<file path="src/design/assert_macros.svh">
`ifndef ASSERT_MACROS_SVH
`define ASSERT_MACROS_SVH
`ifndef NO_ASSERTIONS
`define SNH_ASSERT(lbl, prop, msg) \
	lbl: assert property (@(posedge clk) disable iff (!arst_n) prop) else $error(msg);
`define SNH_ASSERT_ASYNC(lbl, prop, msg) \
	lbl: assert property (@(posedge clk) prop) else $error(msg);
`else
`define SNH_ASSERT(lbl, prop, msg)
`define SNH_ASSERT_ASYNC(lbl, prop, msg)
`endif
`endif

</file>
<file path="src/design/snh_pkg.sv">
package snh_pkg;
	typedef logic signed [31:0] fix_t;
	typedef logic signed [40:0] cof_t;
	typedef logic signed [42:0] nrm_t;
	typedef logic signed [62:0] prd_t;
	typedef logic signed [47:0] res_t;

	typedef fix_t fmat_t [9];
	typedef cof_t cmat_t [9];
	typedef prd_t pmat_t [9];
	typedef res_t rmat_t [9];

	localparam int MUL_SPLIT = 32;
	localparam int MUL_LAT = 4;
	localparam int FRAC = 24;
	localparam int COEF_FRAC = 16;
	localparam logic [61:0] MAG_LIM = '1;

	localparam logic [1:0] REG_SHEAR = 2'd0;
	localparam logic [1:0] REG_VOLUME = 2'd1;
	localparam logic [1:0] REG_ALPHA = 2'd2;
endpackage

</file>
<file path="src/design/snh_mulr.sv">
module snh_mulr #(
	parameter int AW = 32,
	parameter int BW = 32,
	parameter int SHIFT = 16,
	parameter int OW = 63
) (
	input logic clk,
	input logic signed [AW-1:0] a,
	input logic signed [BW-1:0] b,
	output logic signed [OW-1:0] y
);
	import snh_pkg::*;

	localparam int ALW = (AW > MUL_SPLIT) ? MUL_SPLIT : AW;
	localparam int AHW = (AW > MUL_SPLIT) ? AW - MUL_SPLIT : 1;
	localparam int BLW = (BW > MUL_SPLIT) ? MUL_SPLIT : BW;
	localparam int BHW = (BW > MUL_SPLIT) ? BW - MUL_SPLIT : 1;
	localparam int PW = AW + BW + 1;
	localparam logic [PW-1:0] HALF = PW'(1) << (SHIFT - 1);

	logic [AW-1:0] am_s1;
	logic [BW-1:0] bm_s1;
	logic neg_s1, neg_s2, neg_s3;
	logic [ALW-1:0] a_lo;
	logic [AHW-1:0] a_hi;
	logic [BLW-1:0] b_lo;
	logic [BHW-1:0] b_hi;
	logic [ALW+BLW-1:0] pp_ll_s2;
	logic [ALW+BHW-1:0] pp_lh_s2;
	logic [AHW+BLW-1:0] pp_hl_s2;
	logic [AHW+BHW-1:0] pp_hh_s2;
	logic [PW-1:0] sum_s3;
	logic [PW-1:0] shifted;
	logic [61:0] mag;
	logic signed [62:0] res;
	logic signed [OW-1:0] y_s4;

	generate
		if (AW > MUL_SPLIT) begin : g_asplit
			assign a_lo = am_s1[MUL_SPLIT-1:0];
			assign a_hi = am_s1[AW-1:MUL_SPLIT];
		end else begin : g_anarrow
			assign a_lo = am_s1;
			assign a_hi = '0;
		end
		if (BW > MUL_SPLIT) begin : g_bsplit
			assign b_lo = bm_s1[MUL_SPLIT-1:0];
			assign b_hi = bm_s1[BW-1:MUL_SPLIT];
		end else begin : g_bnarrow
			assign b_lo = bm_s1;
			assign b_hi = '0;
		end
	endgenerate

	always_comb begin
		shifted = sum_s3 >> SHIFT;
		mag = (shifted > PW'(MAG_LIM)) ? MAG_LIM : shifted[61:0];
		res = neg_s3 ? -$signed({1'b0, mag}) : $signed({1'b0, mag});
	end

	always_ff @(posedge clk) begin
		am_s1 <= a[AW-1] ? $unsigned(-a) : $unsigned(a);
		bm_s1 <= b[BW-1] ? $unsigned(-b) : $unsigned(b);
		neg_s1 <= a[AW-1] ^ b[BW-1];

		pp_ll_s2 <= a_lo * b_lo;
		pp_lh_s2 <= a_lo * b_hi;
		pp_hl_s2 <= a_hi * b_lo;
		pp_hh_s2 <= a_hi * b_hi;
		neg_s2 <= neg_s1;

		sum_s3 <= PW'(pp_ll_s2) + (PW'(pp_lh_s2) << MUL_SPLIT) + (PW'(pp_hl_s2) << MUL_SPLIT)
			+ (PW'(pp_hh_s2) << (2 * MUL_SPLIT)) + HALF;
		neg_s3 <= neg_s2;

		y_s4 <= res[OW-1:0];
	end

	assign y = y_s4;
endmodule

</file>
<file path="config.mk">
export PLATFORM = sky130hd
export DESIGN_NAME = snh_mulr
export DESIGN_NICKNAME = d
export VERILOG_FILES = /design/src/design/assert_macros.svh /design/src/design/snh_pkg.sv /design/src/design/snh_mulr.sv
export SDC_FILE = /design/constraint.sdc
export NUM_CORES = 2
export LEC_CHECK = 0
export BUFFER_PORTS_ARGS = -buffer_cell sky130_fd_sc_hd__buf_2
export CORE_UTILIZATION = 45
export DETAILED_ROUTE_END_ITERATION = 8
export PLACE_DENSITY_LB_ADDON = 0.25
export SYNTH_ARGS = -nofsm -noshare
export SYNTH_HDL_FRONTEND = slang
export SYNTH_SLANG_ARGS = --single-unit
</file>
<file path="constraint.sdc">
create_clock -name clk -period 21.1 [get_ports clk]
set_clock_uncertainty 0.2 [all_clocks]
set_input_delay 3.165 -clock clk [delete_from_list [all_inputs] [get_ports clk]]
set_output_delay 3.165 -clock clk [all_outputs]
set_load 0.1 [all_outputs]
</file>
==> run metrics <==
DP Worst Slack=12.34 ns; commonest non-fill, non-tap cell in the layout=fa_1; initial antenna violation count=1; hold-critical path depth=0; post-synthesis register bit count=228; multi-input logic area=0.0323 mm^2; gr usage total=24.4%; setup TNS=0 ns; Antenna Cells=0; Initial DRT Pass Iterations=5; Boundary Pins=128; Syn. warnings=0; clk sinks=228; remaining routing DRC violations=0; routability cong.=0.890; initial detailed-routing violation count=1834; Worst setup SP type=flip-flop; worst r2r path cells=22; root buf cell=clkbuf_16; final setup fails=0; grt ovf=0; status=completed; CTS tree=yes; worst min path class=reg2reg; die width=304 um; Sequential Area=0.00460 mm^2; CP max FO=32; Resized cells post-CTS=0; final worst setup slack=12.36 ns; Routed Antenna Nets=0; core box area=0.0901 mm^2; Post-synth ARST share=0%; Slew @ Worst Pin=1.17 ns; Total Routed Length=110000 um; Fmax=114 MHz; number of global-route vias before repair=31100; CTS max path bufs=3; CTS Hold Bufs=0; total number of vias=29000; period utilisation layout=41.4%; CTS H-tree lvls=1; Crit Path Class=reg2reg; growth of design area from synthesis to finish=6.00%; final hold vios=0; dpl hpwl=83300 um; post-CTS setup buffer count=0; max-cap viol count=0; Yosys cell types=63; port buffer count=127; first-pass GRT wire length=175000 um; Die Y=304 um; Syn Std Cell Area=0.0411 mm^2; CTS clk-pin slew, worst paths=0.07 ns; largest net degree at the start of global routing=64; CP Capture Type=flip-flop; number of synthesized flops with an enable pin=0; # rows=110; routed vias/inst=5.22; Avg Cell Area, Syn=9.33 um^2; crit path DAT=8.97 ns; number of buffers created by CTS=24; max-slew violations=0; sequential share of the synthesized area=11.1%; Initial Utilization=45.5%; most frequent cells in the layout=fa_1, inv_1, and2_1, nand2_1, ha_1; Tmin final=8.74 ns; slew margin rel.=21.9%; Mapped Nets=5623; Die Area=0.0925 mm^2; Final #Nets=5593; DR WL/cell=19.7 um; Fillers=8614; Critical Path RT=21.34 ns; Synth Flop Type=dfxtp_1; Synth Instances=4399; RSZ-0062 raised after global routing=false; Skew-Pair Late Insertion Delay=0.56 ns; layout cell share with drive strength beyond 1=6.15%
-- routing by layer --
metal  global-route usage (%)  part of all wire (%)  up-vias
met2                     38.3                    44     1052
met3                     5.64                   9.0      149
li1                         -                     -    13000
met1                     34.6                    45    14800
met4                     4.92                   2.1        0
met5                        0                     0        -
-- sequential cells by signal (all words and copies together) (netlist names) --
register	cells
sum_s3	49
a_lo	32
neg_s2	1
neg_s1	1
pp_ll_s2	49
neg_s3	1
y	63
b_lo	32
-- cell type report --
class / count / share of cell area [%]
clock buffer: 29 / 1.49
inverter: 885 / 7.63
sequential: 228 / 10.6
timing repair buffer: 176 / 2.31
multi-input combinational: 3054 / 74.2
clock inverter: 15 / 0.425
tap: 1176 / 3.38
-- worst max-delay path: stages, from the launching register on --
cell	delay (ns)
dfxtp_1	1.10
and2_1	0.26
fa_1	0.44
fa_1	0.50
fa_1	0.53
inv_1	0.06
fa_1	0.47
inv_1	0.05
fa_1	0.48
fa_1	0.50
fa_1	0.49
inv_1	0.05
fa_1	0.47
inv_1	0.05
ha_1	0.46
o21ai_0	0.17
o21bai_1	0.23
nor2_1	0.07
a2111oi_0	0.85
nand2_1	0.14
o211ai_1	0.58
a311oi_1	0.19
a311oi_1	0.27
-- Yosys cell counts (2+ instances only) --
library cell  count  area (um^2)
xnor2_1         171         1500
o221ai_1          2         17.5
mux2_2            3         33.8
nor4_1            7         43.8
a2111oi_0         2         17.5
nor3_1           21          105
o21ai_1           2         10.0
clkbuf_1        230          863
xor2_1           30          263
dfxtp_1         228         4560
nand3_1          26          130
nor2b_1           7         43.8
or4_1            13         97.6
a311oi_1          9         78.8
a21oi_1          73          365
and2_1          609         3810
nand2b_1         10         62.6
nand4_1          33          206
nor4b_1           2         17.5
a211o_1           2         17.5
ha_1            264         3300
nand3b_1          3         22.5
and3_1           18          113
nand2_1         529         1990
and4_1            5         43.8
o41ai_1          10         87.6
o211ai_1          4         30.0
a21o_1           31          233
a211oi_1          5         37.5
o21ai_0          70          350
nor2_1           55          206
o31ai_1          36          270
o31a_1           15          131
o21bai_1         17          128
a221o_1           3         30.0
or3_1            22          138
o21a_1            3         22.5
a41oi_1           6         52.6
fa_1            895        17900
inv_1           885         3320
or2_2            10         62.6
a31o_2            4         35.0
a31oi_1           9         56.3
-- path summary, 6_finish.rpt --
| check | startpoint | endpoint | slack (ns) |
|---|---|---|---|
| setup reg to reg | b_lo[7] | pp_ll_s2[60] | 12.36 |
| setup / recovery | b_lo[7] | pp_ll_s2[60] | 12.36 |
| hold reg to reg | neg_s1 | neg_s2 | 0.13 |
| hold / removal | neg_s1 | neg_s2 | 0.13 |
-- through the flow --
step	cells	cell area (um^2)	util [%]	hold slack (ns)
after floorplan	4399	41100	-	0.110
after global placement	5519	42700	47.4	0.113
after detailed placement	5519	42700	47.4	0.113
after CTS	5563	43500	48.3	0.128
after global routing	5563	43500	48.3	0.144
final	5563	43500	48.3	0.128
-- logic make-up (layout without fill, tap and decap cells) --
group / after synthesis / count (layout) / share of synthesized area [%]
AOI/OAI and AO/OA: 313 / 313 / 5.08
buffers and inverters: 1117 / 1105 / 10.2
DFF: 228 / 228 / 11.1
muxes: 3 / 3 / 0.0823
adders and majority gates: 1159 / 1159 / 51.7
and+or+nand+nor: 1378 / 1378 / 17.5
xor gates and xnor gates: 201 / 201 / 4.29
Power is not shown: default switching activity piles up to over one toggle a cycle in this logic, so the estimate is an artifact.
